[src/hw/rtl/dsort_pkg.sv]
// Package for the depth sort block: field widths, register indexes and the
// word and cell types shared by the interface, the cells and the top level.
// No dependencies.
package dsort_pkg;

  // Fixed field widths
  localparam int unsigned COORD_W    = 16;
  localparam int unsigned IDX_W      = 6;
  localparam int unsigned DIST_W     = 34;
  localparam int unsigned CFG_IDX_W  = 2;
  localparam int unsigned CFG_DATA_W = 16;

  // Defaults for the top-level parameters
  localparam int unsigned MAX_ATOMS_DEF  = 64;
  localparam int unsigned COORD_BITS_DEF = 16;

  // Configuration register indexes
  localparam logic [CFG_IDX_W-1:0] REG_CAMERA_X = 2'd0;
  localparam logic [CFG_IDX_W-1:0] REG_CAMERA_Y = 2'd1;
  localparam logic [CFG_IDX_W-1:0] REG_CAMERA_Z = 2'd2;

  // Input word: one atom
  typedef struct packed {
    logic signed [COORD_W-1:0] pos_x;
    logic signed [COORD_W-1:0] pos_y;
    logic signed [COORD_W-1:0] pos_z;
    logic [IDX_W-1:0]          atom_index;
    logic                      last;
  } atom_t;

  // Output word: one sorted result
  typedef struct packed {
    logic [IDX_W-1:0]  sorted_index;
    logic [DIST_W-1:0] distance_sq;
    logic              final_flag;
    logic              overflow_flag;
  } result_t;

  // Contents of one sort cell
  typedef struct packed {
    logic              valid;
    logic [DIST_W-1:0] key;
    logic [IDX_W-1:0]  tag;
  } entry_t;

  // Key broadcast to the chain by the distance pipeline
  typedef struct packed {
    logic              valid;
    logic              last;
    logic [DIST_W-1:0] key;
    logic [IDX_W-1:0]  tag;
  } insert_t;

  // Control broadcast to every cell
  typedef struct packed {
    logic              insert;
    logic              pop;
    logic [DIST_W-1:0] key;
    logic [IDX_W-1:0]  tag;
  } cell_ctrl_t;

  typedef enum logic {
    ST_LOAD,
    ST_EMIT
  } state_e;

endpackage

[src/hw/rtl/dsort_dist.sv]
// Three-stage squared-distance pipeline: difference, square, sum.
// Depends on dsort_pkg.
module dsort_dist #(
  parameter int unsigned COORD_BITS = dsort_pkg::COORD_BITS_DEF
) (
  input  logic                                   clk_i,
  input  logic                                   rst_ni,
  input  logic                                   accept_i,
  input  dsort_pkg::atom_t                       atom_i,
  input  logic [dsort_pkg::COORD_W-1:0]          cam_x_i,
  input  logic [dsort_pkg::COORD_W-1:0]          cam_y_i,
  input  logic [dsort_pkg::COORD_W-1:0]          cam_z_i,
  output dsort_pkg::insert_t                     ins_o
);
  import dsort_pkg::*;

  localparam int unsigned EXT_W  = (COORD_BITS > COORD_W) ? COORD_BITS : COORD_W;
  localparam int unsigned DIFF_W = COORD_BITS + 1;
  localparam int unsigned SQ_W   = 2 * DIFF_W;
  localparam int unsigned SUM_W  = SQ_W + 2;
  localparam int unsigned FULL_W = (SUM_W > DIST_W) ? SUM_W : DIST_W;

  // Keep the low COORD_BITS bits of a word as a two's complement value
  function automatic logic signed [COORD_BITS-1:0] trim(input logic [COORD_W-1:0] v);
    logic [EXT_W-1:0] e;
    e = EXT_W'(v);
    return e[COORD_BITS-1:0];
  endfunction

  logic signed [DIFF_W-1:0] dx_d, dy_d, dz_d;
  logic signed [DIFF_W-1:0] dx_q, dy_q, dz_q;
  logic [DIFF_W-1:0]        mx, my, mz;
  logic [SQ_W-1:0]          sx_d, sy_d, sz_d;
  logic [SQ_W-1:0]          sx_q, sy_q, sz_q;
  logic [FULL_W-1:0]        sum_full;
  logic [IDX_W-1:0]         tag1_q, tag2_q;
  logic                     last1_q, last2_q;
  logic                     v1_q, v2_q;
  insert_t                  ins_q;

  // Stage 1: exact per-axis differences
  assign dx_d = DIFF_W'(trim(atom_i.pos_x)) - DIFF_W'(trim(cam_x_i));
  assign dy_d = DIFF_W'(trim(atom_i.pos_y)) - DIFF_W'(trim(cam_y_i));
  assign dz_d = DIFF_W'(trim(atom_i.pos_z)) - DIFF_W'(trim(cam_z_i));

  // Stage 2: magnitudes and squares
  assign mx   = dx_q[DIFF_W-1] ? DIFF_W'(-dx_q) : DIFF_W'(dx_q);
  assign my   = dy_q[DIFF_W-1] ? DIFF_W'(-dy_q) : DIFF_W'(dy_q);
  assign mz   = dz_q[DIFF_W-1] ? DIFF_W'(-dz_q) : DIFF_W'(dz_q);
  assign sx_d = SQ_W'(mx) * SQ_W'(mx);
  assign sy_d = SQ_W'(my) * SQ_W'(my);
  assign sz_d = SQ_W'(mz) * SQ_W'(mz);

  // Stage 3: sum, wrapped to the key width
  assign sum_full = FULL_W'(sx_q) + FULL_W'(sy_q) + FULL_W'(sz_q);

  // Advance valid bits and the output word
  always_ff @(posedge clk_i or negedge rst_ni) begin
    if (!rst_ni) begin
      v1_q  <= 1'b0;
      v2_q  <= 1'b0;
      ins_q <= '0;
    end else begin
      v1_q       <= accept_i;
      v2_q       <= v1_q;
      ins_q.valid <= v2_q;
      ins_q.key  <= sum_full[DIST_W-1:0];
      ins_q.tag  <= tag2_q;
      ins_q.last <= last2_q;
    end
  end

  // Advance payload
  always_ff @(posedge clk_i) begin
    dx_q       <= dx_d;
    dy_q       <= dy_d;
    dz_q       <= dz_d;
    tag1_q     <= atom_i.atom_index;
    last1_q    <= atom_i.last;
    sx_q       <= sx_d;
    sy_q       <= sy_d;
    sz_q       <= sz_d;
    tag2_q     <= tag1_q;
    last2_q    <= last1_q;
  end

  assign ins_o = ins_q;

endmodule

[config.mk]
export PLATFORM = sky130hd
export DESIGN_NAME = dsort_dist
export DESIGN_NICKNAME = d
export VERILOG_FILES = /design/src/hw/rtl/dsort_pkg.sv /design/src/hw/rtl/dsort_dist.sv
export SDC_FILE = /design/constraint.sdc
export NUM_CORES = 2
export LEC_CHECK = 0
export ABC_CLOCK_PERIOD_IN_PS = 8000
export BUFFER_PORTS_ARGS = -buffer_cell sky130_fd_sc_hd__buf_2
export CORE_MARGIN = 2
export CORE_UTILIZATION = 40
export CTS_BUF_LIST = sky130_fd_sc_hd__clkbuf_16
export DETAILED_ROUTE_END_ITERATION = 12
export SYNTH_ARGS = -nofsm -noshare
export SYNTH_HDL_FRONTEND = slang
export SYNTH_SLANG_ARGS = --single-unit
[constraint.sdc]
create_clock -name clk_i -period 8 [get_ports clk_i]
set_input_delay 1.6 -clock clk_i [delete_from_list [all_inputs] [get_ports clk_i]]
set_output_delay 1.6 -clock clk_i [all_outputs]
set_load 0.02 [all_outputs]
==> reports/results.tsv <==
stage	metric	value	unit
placement	place_ws	0.0893	ns
setup_path	crit_chain	or4_4, or4_1, o31ai_1, xnor2_1, buf_4, inv_1, nor2_1, fa_1, fa_1, fa_1, fa_1, fa_1, inv_1, fa_1, inv_1, ha_1, and4_1, a221oi_2, a31oi_2, nor2b_1, a221o_1, a21oi_1, xnor2_1	
global_route	grt_pass1_wl	130000	um
setup_path	critPathMaxStageDelay	0.57	ns
drt	drt_pass1_iterations	6	
timing	max_slew_margin	22.7	%
placement	io_buffers	147	
die	dieArea	87400	um^2
synth	synth-simple-area-share	10.1	%
global_route	grt_antenna_before_repair	1	
global_route	grt_max_degree	45	
clocking	cts_tree	done	
timing	drv_slew	0	
timing	max_freq	130	MHz
worst_hold_path	hold_class	flop to flop	
clocking	cts.sinks	208	
timing	finalCritPeriodShare	96.3	%
setup_path	timing.rr.start	dy_q[6]$_DFF_P_	
cells_and_area	nets	5056	
global_route	grt_pass1_vias	26000	
setup_path	worstReg2RegEnd	sy_q[30]$_DFF_P_	
synth	async_flop_share	21.2	%
setup_path	slowest_stage	or4_4	
clocking	hold_buffers	0	
worst_hold_path	hold_depth	0	
drt	antenna_left	0	
die	rows	106	
setup_path	worstPathMaxFanout	7	
synth	synth-seq-cells	208	
clocking	h-tree-depth	1	
status	outcome	finished, final reports clean	
setup_path	end_kind	flop	
synth	muxShareOfSynthArea	0.0294	%
cells_and_area	area_growth	10.8	%
synth	synth_compound_area_share	9.66	%
setup_path	cp_data_arrival_time	8.20	ns
cells_and_area	fin_util	44.9	%
die	start_util	40.5	%
setup_path	critPathKind	flop to flop	
synth	yosys.area_share.xor_xnor	5.56	%
placement	postPlaceCellArea	36600	um^2
worst_hold_path	min_from	tag1_q[4]$_DFF_P_	
timing	setup_viol	0	
timing	hold_viol	0	
clocking	cts_buffers	26	
drt	post_drt_wl_per_cell	15.3	um
synth	avgSynthCellArea	9.15	um^2
flow_run	maxCapViolations	0	
die	design.core.area	84000	um^2
clocking	path_clk_slew	0.06	ns
timing	setup_ws	0.296	ns
drt	num_vias	24600	
setup_path	crit_path_frequent_cell	fa_1	
timing	worst_pin_slew	1.15	ns
placement	hpwlAfterDp	67800	um
timing	fin_skew	0.0386	ns
synth	synth_top_family_by_area	adder cells	
global_route	grtUsageTotal	18.7	%
placement	gp_congestion	0.876	
drt	route.detailed.drc	0	
cells_and_area	design_area	37700	um^2
setup_path	reg2reg_depth	23	
global_route	overflow	0	
cells_and_area	layout-drive-gt1-share	8.27	%
synth	syn_inst	3716	
clocking	clkLatencyLatePin	0.59	ns
setup_path	reg2reg_slack	0.30	ns
timing	finalCriticalPeriod	7.70	ns
synth	synth_edf_count	0	
setup_path	cp.required	8.50	ns
die	die_h	296	um
synth	synth.cell_area	34000	um^2
synth	ys.flop_type	dfxtp_1	
die	die_x	296	um
clocking	clock_path_buffers	3	
synth	synth.distinct_cells	75	
synth	yosys_warnings	0	
drt	postRouteWirelength	77800	um
setup_path	crit_path_start_kind	flop	
worst_hold_path	hold_end	tag2_q[4]$_DFF_P_	
drt	viasPerCell	4.82	
die	num_io_pins	148	
drt	drt_iter0_drc	1262	
synth	seq_area_frac_synth	12.9	%
synth	synthAdderAreaFrac	50.5	%
clocking	root_buffer	clkbuf_16	
[layout by cell type, fill, tap and decap left out, types with 22 or more instances in the layout]
cell       count
nand2_1      324
nand2b_1      25
ha_1         397
o21ai_0       87
xnor2_1      143
nor3_1        22
clkbuf_16     26
a21o_1        72
inv_1        938
dfxtp_1      164
fa_1         609
buf_4         83
o21a_1        32
nor2_1       240
nand3_1       29
dfrtp_1       44
xor2_1        62
buf_2        147
conb_1        39
a21oi_1      136
[layout make-up]
type / count / area (um^2)
fill: 8275 / 46300
multi-input combinational: 2522 / 26000
sequential: 208 / 4380
inverter: 956 / 3590
tap: 1134 / 1420
timing repair buffer: 230 / 1360
clock buffer: 26 / 651
clock inverter: 22 / 264
antenna: 1 / 2.50
[registers in the layout, summed over array words and instances, names as in the netlist, 6 cells and up]
name / cells
sx_q: 33
ins_o: 42
tag2_q: 6
sz_q: 33
sy_q: 33
dz_q: 17
tag1_q: 6
dy_q: 17
dx_q: 17
[routing by layer]
layer,routed length [um],vias up,global-route usage (%)
met1,34800,12100,25.0
met2,37800,512,32.7
li1,-,11900,-
met4,1580,0,3.64
met5,0,-,0
met3,3550,87,2.35
[worst max-delay path by stage]
stage / start / endpoint / slack [ns] / cells after the start
finish: dy_q[6]$_DFF_P_ / sy_q[30]$_DFF_P_ / 0.30 / 23
detailed placement: dy_q[6]$_DFF_P_ / sy_q[30]$_DFF_P_ / 0.09 / 25
global route: dy_q[6]$_DFF_P_ / sy_q[30]$_DFF_P_ / -0.02 / 23
CTS: dy_q[6]$_DFF_P_ / sy_q[30]$_DFF_P_ / 0.02 / 25
floorplan: dy_q[0]$_DFF_P_ / sy_q[30]$_DFF_P_ / 0.66 / 28
global placement: dy_q[6]$_DFF_P_ / sy_q[30]$_DFF_P_ / 0.15 / 25
[worst max-delay path: cells and delay by family, from the launching register on]
family | cells | cell delay (ns)
AO/OA/AOI/OAI | 5 | 1.34
XOR/XNOR | 2 | 0.42
adder cells (fa/ha/maj) | 7 | 3.26
buffers and inverters | 4 | 0.40
flip-flops | 1 | 0.35
AND/OR/NAND/NOR | 5 | 1.84
[repair_timing]
action | CTS | global route
resized for setup | 0 | 21
setup endpoints to repair | 0 | 19
endpoints found under the hold margin | 0 | 0
setup buffers | 0 | 7
[synthesized netlist by cell type, drive strengths merged (16+ instances only)]
cell	number	area (um^2)
a211oi	20	150
a21o	72	541
a21oi	137	686
a31oi	16	100
and3	20	125
clkbuf	63	236
dfrtp	44	1100
dfxtp	164	3280
fa	609	12200
ha	397	4970
inv	947	3550
nand2	325	1230
nand2b	25	156
nand3	29	145
nand4	16	100
nor2	240	901
nor2b	20	125
nor3	23	115
o21a	32	240
o21ai	91	459
o21bai	18	135
or3	16	105
xnor2	148	1320
xor2	65	577
[stage by stage]
step / hold slack (ns) / std cells / setup TNS (ns)
floorplan: 0.310 / 3753 / 0
global placement: 0.311 / 5043 / 0
detailed placement: 0.312 / 5043 / 0
CTS: 0.326 / 5091 / 0
global route: 0.327 / 5098 / -0.0179
finish: 0.326 / 5099 / 0
[cell families after synthesis]
family | Yosys count
AOI/OAI and AO/OA | 500
xor gates and xnor gates | 213
adders and majority gates | 1006
buffers and inverters | 1023
DFF | 208
muxes | 1
other | 2
and+or+nand+nor | 763
Power is left out: the tool's default activity adds up to more than one toggle a clock period on the data nets, which glitch-free logic cannot reach.
