<file path="src/hw/rtl/dsort_pkg.sv">
// Package for the depth sort block: field widths, register indexes and the
// word and cell types shared by the interface, the cells and the top level.
// No dependencies.
package dsort_pkg;

  // Fixed field widths
  localparam int unsigned COORD_W    = 16;
  localparam int unsigned IDX_W      = 6;
  localparam int unsigned DIST_W     = 34;
  localparam int unsigned CFG_IDX_W  = 2;
  localparam int unsigned CFG_DATA_W = 16;

  // Defaults for the top-level parameters
  localparam int unsigned MAX_ATOMS_DEF  = 64;
  localparam int unsigned COORD_BITS_DEF = 16;

  // Configuration register indexes
  localparam logic [CFG_IDX_W-1:0] REG_CAMERA_X = 2'd0;
  localparam logic [CFG_IDX_W-1:0] REG_CAMERA_Y = 2'd1;
  localparam logic [CFG_IDX_W-1:0] REG_CAMERA_Z = 2'd2;

  // Input word: one atom
  typedef struct packed {
    logic signed [COORD_W-1:0] pos_x;
    logic signed [COORD_W-1:0] pos_y;
    logic signed [COORD_W-1:0] pos_z;
    logic [IDX_W-1:0]          atom_index;
    logic                      last;
  } atom_t;

  // Output word: one sorted result
  typedef struct packed {
    logic [IDX_W-1:0]  sorted_index;
    logic [DIST_W-1:0] distance_sq;
    logic              final_flag;
    logic              overflow_flag;
  } result_t;

  // Contents of one sort cell
  typedef struct packed {
    logic              valid;
    logic [DIST_W-1:0] key;
    logic [IDX_W-1:0]  tag;
  } entry_t;

  // Key broadcast to the chain by the distance pipeline
  typedef struct packed {
    logic              valid;
    logic              last;
    logic [DIST_W-1:0] key;
    logic [IDX_W-1:0]  tag;
  } insert_t;

  // Control broadcast to every cell
  typedef struct packed {
    logic              insert;
    logic              pop;
    logic [DIST_W-1:0] key;
    logic [IDX_W-1:0]  tag;
  } cell_ctrl_t;

  typedef enum logic {
    ST_LOAD,
    ST_EMIT
  } state_e;

endpackage

</file>
<file path="src/hw/rtl/dsort_cell.sv">
// One cell of the insertion-sort chain: holds one (distance, index) entry,
// takes the new key or its left neighbor on insert, its right neighbor on pop.
// Depends on dsort_pkg.
module dsort_cell (
  input  logic                  clk_i,
  input  logic                  rst_ni,
  input  dsort_pkg::cell_ctrl_t ctrl_i,
  input  dsort_pkg::entry_t     left_i,
  input  logic                  left_gt_i,
  input  dsort_pkg::entry_t     right_i,
  output dsort_pkg::entry_t     entry_o,
  output logic                  gt_o
);
  import dsort_pkg::*;

  entry_t ent_d, ent_q;
  logic   gt;

  // Held key lies strictly beyond the new one; equal keys stay in front
  assign gt = ent_q.valid && (ent_q.key > ctrl_i.key);

  // Pick the next contents
  always_comb begin
    ent_d = ent_q;
    if (ctrl_i.pop) begin
      ent_d = right_i;
    end else if (ctrl_i.insert && (gt || !ent_q.valid)) begin
      if (left_gt_i) begin
        ent_d = left_i;
      end else if (left_i.valid) begin
        ent_d.valid = 1'b1;
        ent_d.key   = ctrl_i.key;
        ent_d.tag   = ctrl_i.tag;
      end
    end
  end

  // Hold the entry
  always_ff @(posedge clk_i or negedge rst_ni) begin
    if (!rst_ni) begin
      ent_q <= '0;
    end else begin
      ent_q <= ent_d;
    end
  end

  assign entry_o = ent_q;
  assign gt_o    = gt;

endmodule

</file>
<file path="config.mk">
export PLATFORM = sky130hd
export DESIGN_NAME = dsort_cell
export DESIGN_NICKNAME = d
export VERILOG_FILES = /design/src/hw/rtl/dsort_pkg.sv /design/src/hw/rtl/dsort_cell.sv
export SDC_FILE = /design/constraint.sdc
export NUM_CORES = 1
export LEC_CHECK = 0
export ABC_CLOCK_PERIOD_IN_PS = 2830
export BUFFER_PORTS_ARGS = -buffer_cell sky130_fd_sc_hd__buf_4
export CORE_MARGIN = 2
export CORE_UTILIZATION = 47
export CTS_CLUSTER_DIAMETER = 120
export DETAILED_ROUTE_END_ITERATION = 8
export HOLD_SLACK_MARGIN = 0.03
export PLACE_DENSITY = 0.82
export SYNTH_ARGS = -nofsm -noshare
export SYNTH_HDL_FRONTEND = slang
export SYNTH_SLANG_ARGS = --single-unit
export TNS_END_PERCENT = 50
</file>
<file path="constraint.sdc">
create_clock -name clk_i -period 2.83 [get_ports clk_i]
set_input_delay 0.1415 -clock clk_i [delete_from_list [all_inputs] [get_ports clk_i]]
set_output_delay 0.1415 -clock clk_i [all_outputs]
set_load 0.01 [all_outputs]
</file>
==> summary.md, run 1 <==
| Metric | Value |
|---|---|
| Cts bufs inserted | `5` |
| Die area | `7940 um2` |
| Most numerous cell in the Yosys netlist | `nand2_1` |
| Worst-case clock buffer depth | `2` |
| Initial Utilization | `47.7%` |
| I/O pins | `169` |
| Mux contribution to synthesized area | `~29%` |
| Layout cells sized above 1 | `43.6%` |
| Finished Cell Area | `4880 um2` |
| Post-synthesis sequential area ratio | `30.1%` |
| Drt first pass iters | `4` |
| GRT overflow | `0` |
| EDFF count, synth | `0` |
| Post CTS Setup Buffer Count | `0` |
| DRC violations left | `0` |
| Ys flop type | `dfrtp_1` |
| I/O Buffers | `168` |
| Worst-margin pin slew | `roughly 0.7 ns` |
| Adder-Cell Fraction of Synth Area | `12.5%` |
| Hold Fails Final Rpt | `0` |
| Critical Path End Type | `register` |
| CTS Root Cell | `clkbuf_8` |
| Antenna diodes | `0` |
| Global-route wire length before repair | `13900 um` |
| Syn-to-layout area delta | `43.2%` |
| Largest net degree at the start of global routing | `85` |
| Simple logic cell fraction of the synthesized area | `under 10%` |
| Worst setup SP type | `register` |
| Die height | `89.1 um` |
| Syn Area/Cell | `around 9.8 um2` |
| Main combinational cell family by area after synthesis | `multiplexers` |
| DR iter-0 viols | `86` |
| Worst Hold Depth | `3` |
| Fraction of registers with async set/reset | `100%` |
| Post-detail-place hpwl | `7180 um` |
| RSZ-0062 raised after global routing | `no` |
| DR vias | `3157` |
| Nets@finish | `roughly 670` |
| Yosys cell types | `32` |
| Register-to-Register Path Depth | `9` |
| Seq cells post-synth | `41` |
| Clk sinks | `41` |
| Clk_lat worst skew | `0.30 ns` |
| Max FFs per register | `between 40 and 50` |
| Rows | `31` |
| Synth warn | `0` |
| Sum Neg Setup Slack | `0 ns` |
| Vias per inst | `5.17` |
| PwrDens | `455 nW/um2` |
| CP max FO | `12` |
| Skew final | `roughly 0.0086 ns` |
| Headroom to the max-slew limit | `53.4%` |
| Total Wirelength | `9190 um` |
| Critical path arrival | `2.90 ns` |
| Reg clk slew, reported paths | `0.09 ns` |
| Period utilisation layout | `a little over nine tenths` |
| Compound-Gate Fraction of Synth Area | `12.2%` |
| Initial antenna violation count | `0` |
| Hold Path Class | `in2reg` |
| Routability Congestion | `0.806` |
| Min Tclk post-route | `~2.7 ns` |
| Number of max-cap violations | `0` |
| Top-area cell type share of the netlist area | `30.1%` |
| Final cell count without fillers | `611` |
| Post-route ant nets | `0` |
| Placed cells | `602` |
| DR WL/cell | `approximately 15 um` |
| GRT Overall Usage | `22.5%` |
| Peak VDD IR | `between 200 and 300 uV` |
| Yosys top cell by area | `dfrtp_1` |
| Post-Synthesis Cell Area | `3410 um2` |
| Worst Path Required | `3.01 ns` |
| Max Fclk | `0.368 GHz` |
| Pwr Total | `2220 uW` |
| H-tree depth | `2` |
| Outcome | `finished, final reports clean` |
| Vias in the first global route | `3074` |
| Die extent in x | `approximately 89 um` |
| Core area | `around 7100 um2` |
| Pins Over Slew Limit | `0` |
| Most frequent cells after synthesis | `nand2_1 (45), dfrtp_1 (41), mux2i_1 (41), o21ai_0 (41), mux2_4 (39)` |
| Syn nets | `510` |
| Top cells by area, synth | `dfrtp_1 (30%), mux2_4 (17%), ha_1 (12%)` |
| TritonCTS clock tree | `built` |
| Post-synthesis xor/xnor area fraction | `0%` |
| Placed Area | `about 4700 um2` |
| Leak pwr | `0.00270 uW` |
| Setup violations, final | `0` |
| Synthesized instance count | `349` |
| Critical path class | `reg2reg` |
[per-layer routing]
metal | part of all wire (%) | global-route usage [%] | up-vias
li1 | - | - | 1562
met1 | 40 | 26.0 | 1467
met2 | 51 | 40.7 | 109
met3 | 6.5 | 4.80 | 19
met4 | 1.9 | 8.14 | 0
met5 | 0 | 0 | -
[stage by stage]
stage / hold slack, ns / setup slack [ns] / util (%)
6_report: 0.167 / 0.110 / 68.4
5_1_grt: 0.174 / 0.00858 / 68.4
4_1_cts: 0.154 / 0.0447 / 68.0
3_5_place_dp: 0.169 / 0.0687 / 66.2
3_3_place_gp: 0.159 / 0.191 / 66.2
2_1_floorplan: -0.154 / 0.371 / -
[area by class of cell]
type                       instances  area [um2]
timing repair buffer             173        1310
multi-input combinational        254        2170
clock buffer                       6        82.6
tap                               99         124
clock inverter                     2        37.5
sequential                        41        1030
inverter                          36         135
fill                             575        2260
[path summary, 6_finish.rpt]
| check | start | to | slack [ns] |
|---|---|---|---|
| max in group asynchronous | rst_ni | entry_o[10] | 2.06 |
| hold / removal | right_i[6] | entry_o[6] | 0.17 |
| setup / recovery | entry_o[38] | entry_o[8] | 0.11 |
| hold reg to reg | entry_o[1] | entry_o[1] | 0.53 |
| setup reg to reg | entry_o[38] | entry_o[8] | 0.11 |
| min in group asynchronous | rst_ni | entry_o[31] | 0.38 |
[what timing repair did]
action	CTS	global route
hold endpoints to repair	41	0
hold buffers	1	0
setup endpoints to repair	0	39
resized for setup	0	5
[cell usage in the layout (no fill, tap or decap), types with 2 or more instances in the layout]
cell and count:
a21o_1 4, a21oi_1 16, buf_4 171, clkbuf_8 6, dfrtp_1 41, ha_1 34
inv_1 36, mux2_4 39, mux2i_1 41, nand2_1 45, nand3_1 2, nand4_1 10
nor2_1 4, o21ai_0 41, o21ai_1 2
[report_power, final]
part           total, uW  internal [uW]  switching, uW
clock                505            287            218
sequential           769            685           83.7
combinational        944            538            406
[kinds of logic (layout without fill, tap and decap cells)]
group,Yosys count,after routing
AND/OR/NAND/NOR,68,68
adder cells (fa/ha/maj),34,34
flip-flops,41,41
buffers and inverters,54,217
AO/OA/AOI/OAI,72,72
multiplexers,80,80
[worst max-delay path, stage by stage (launching register included)]
cell	delay [ns]
dfrtp_1	0.41
ha_1	0.33
nand4_1	0.22
nor2_1	0.08
a222oi_1	0.34
o211a_1	0.22
nand2_1	0.10
a311o_4	0.35
buf_4	0.22
mux2_4	0.33
Note: power is estimated with default switching activity, not from simulation.
==> inputs of run 2 (changes only) <==
- CORE_UTILIZATION: 47 -> 39
- PLACE_DENSITY: 0.82 -> 0.7
==> summary.md, run 2 (synthesis results as in run 1) <==
| Metric | Value |
|---|---|
| PwrDens | `447 nW/um2` |
| I/O pins | `169` |
| Reg-to-reg endpoint | `entry_o[21]` |
| CTS Root Cell | `clkbuf_8` |
| Clk sinks | `41` |
| Headroom to the max-slew limit | `53.1%` |
| Initial antenna violation count | `0` |
| Reg clk slew, reported paths | `0.08 ns` |
| Hold worst-path end | `entry_o[40]` |
| Outcome | `finished, final reports clean` |
| Leak pwr | `0.00275 uW` |
| Filler Cell Count | `between 700 and 800` |
| Setup violations, final | `0` |
| Critical Path End Type | `register` |
| Skew final | `0.0106 ns` |
| Register-to-Register Path Depth | `9` |
| Critical path class | `reg2reg` |
| Layout cells sized above 1 | `46.1%` |
| Clk_lat worst skew | `just under 0.3 ns` |
| Rows | `34` |
| Reg2reg start | `entry_o[21]` |
| Antenna diodes | `0` |
| Worst-case clock buffer depth | `2` |
| GRT overflow | `0` |
| Number of max-cap violations | `0` |
| Min Tclk post-route | `2.72 ns` |
| Die area | `9500 um2` |
| Most frequent cells in the layout | `buf_4 (179), nand2_1 (45), mux2i_1 (41), dfrtp_1 (41), o21ai_0 (40)` |
| Max FFs per register | `41` |
| Vias in the first global route | `roughly 3300` |
| Worst Hold Depth | `3` |
| Worst setup SP type | `register` |
| Total Wirelength | `9130 um` |
| Pins Over Slew Limit | `0` |
| Most common cell after layout, fill and taps aside | `buf_4` |
| Routability Congestion | `0.793` |
| Die extent in x | `97.5 um` |
| Hold Path Class | `in2reg` |
| Internal reg-to-reg setup slack | `0.11 ns` |
| Post-detail-place hpwl | `7120 um` |
| Hold_sp | `right_i[40]` |
| Core area | `8590 um2` |
| Period utilisation layout | `96.0%` |
| Vias per inst | `~5` |
| Initial Utilization | `39.6%` |
| DRC violations left | `0` |
| RSZ-0062 raised after global routing | `no` |
| H-tree depth | `2` |
| DR WL/cell | `~15 um` |
| Post-route ant nets | `0` |
| DR iter-0 viols | `75` |
| GRT Overall Usage | `about a fifth` |
| Worst-margin pin slew | `0.703 ns` |
| Die height | `97.5 um` |
| Core Util, Final | `58.9%` |
| Syn-to-layout area delta | `48.6%` |
| Max Fclk | `~0.37 GHz` |
| Nets@finish | `a little under 700` |
| TritonCTS clock tree | `built` |
| I/O Buffers | `168` |
| Sum Neg Setup Slack | `0 ns` |
| Critical path arrival | `2.88 ns` |
| Global-route wire length before repair | `14900 um` |
| DR vias | `3138` |
| Crit path launch | `entry_o[21]` |
| Peak VDD IR | `215 uV` |
| Hold Fails Final Rpt | `0` |
| Cts bufs inserted | `5` |
| Worst Path Required | `3.00 ns` |
| CP max FO | `17` |
| Drt first pass iters | `4` |
| Largest net degree at the start of global routing | `49` |
-- run 2: cell types whose count changed in the layout (fill, tap and decap cells not counted), sizes merged --
| cell | previous run | this run |
|---|---|---|
| clkinvlp | 1 | 0 |
| buf | 172 | 181 |
| clkbuf | 6 | 7 |
-- run 2: how the worst max path moves through the flow --
stage / to / slack, ns / cells past startpoint
after floorplan: entry_o[0] / 0.37 / 9
after global placement: entry_o[39] / 0.1 / 9
after detailed placement: entry_o[30] / 0.08 / 9
after CTS: entry_o[21] / 0.06 / 9
after global routing: entry_o[21] / 0.0003 / 9
final: entry_o[21] / 0.11 / 9
-- run 2: through the flow --
stage	setup WS, ns	instance area [um2]	power [uW]	hold WS [ns]	instances
after floorplan	0.371	3410	1290	-0.154	349
after global placement	0.0969	4770	1710	0.153	612
after detailed placement	0.0831	4770	1730	0.163	612
after CTS	0.0632	4890	2230	0.160	621
after global routing	0.000299	5060	2420	0.163	629
final	0.112	5060	2260	0.168	629
-- run 2: repair_timing --
| item | CTS | global route |
|---|---|---|
| endpoints found under the setup margin | 0 | 35 |
| resized for setup | 0 | 14 |
| hold buffers | 1 | 0 |
| buffers inserted | 0 | 8 |
| endpoints found under the hold margin | 41 | 0 |
-- run 2: layout make-up --
type | instances | area [um2] | share of cell area [%]
Inverter | 36 | 135 | 2.67
Clock buffer | 7 | 86.3 | 1.71
Sequential cell | 41 | 1030 | 20.3
Tap cell | 108 | 135 | 2.67
Clock inverter | 1 | 30.0 | 0.593
Multi-Input combinational cell | 254 | 2260 | 44.6
Timing Repair Buffer | 182 | 1390 | 27.5
-- run 2: where the power goes --
part | leakage (uW) | switching [uW] | internal (uW)
clock | 0.0000585 | 199 | 288
combinational | 0.00220 | 414 | 585
sequential | 0.000491 | 91.6 | 685
total | 0.00275 | 705 | 1560
-- run 2: critical path, stage by stage, from the launching register on --
cell and delay [ns]:
dfrtp_1 0.41, ha_1 0.30, nand4_1 0.21, nor2_1 0.08
a221o_1 0.32, o31ai_2 0.18, nand2_1 0.12, a311o_4 0.48
buf_12 0.18, mux2_4 0.31
-- run 2: routing by layer --
metal  up-vias  share of wire, %  global-route usage [%]
met5         -                 0                       0
met4         0              0.77                    3.42
met3         6               6.5                    4.75
met2       100                50                    33.5
met1      1453                43                    23.1
li1       1579                 -                       -
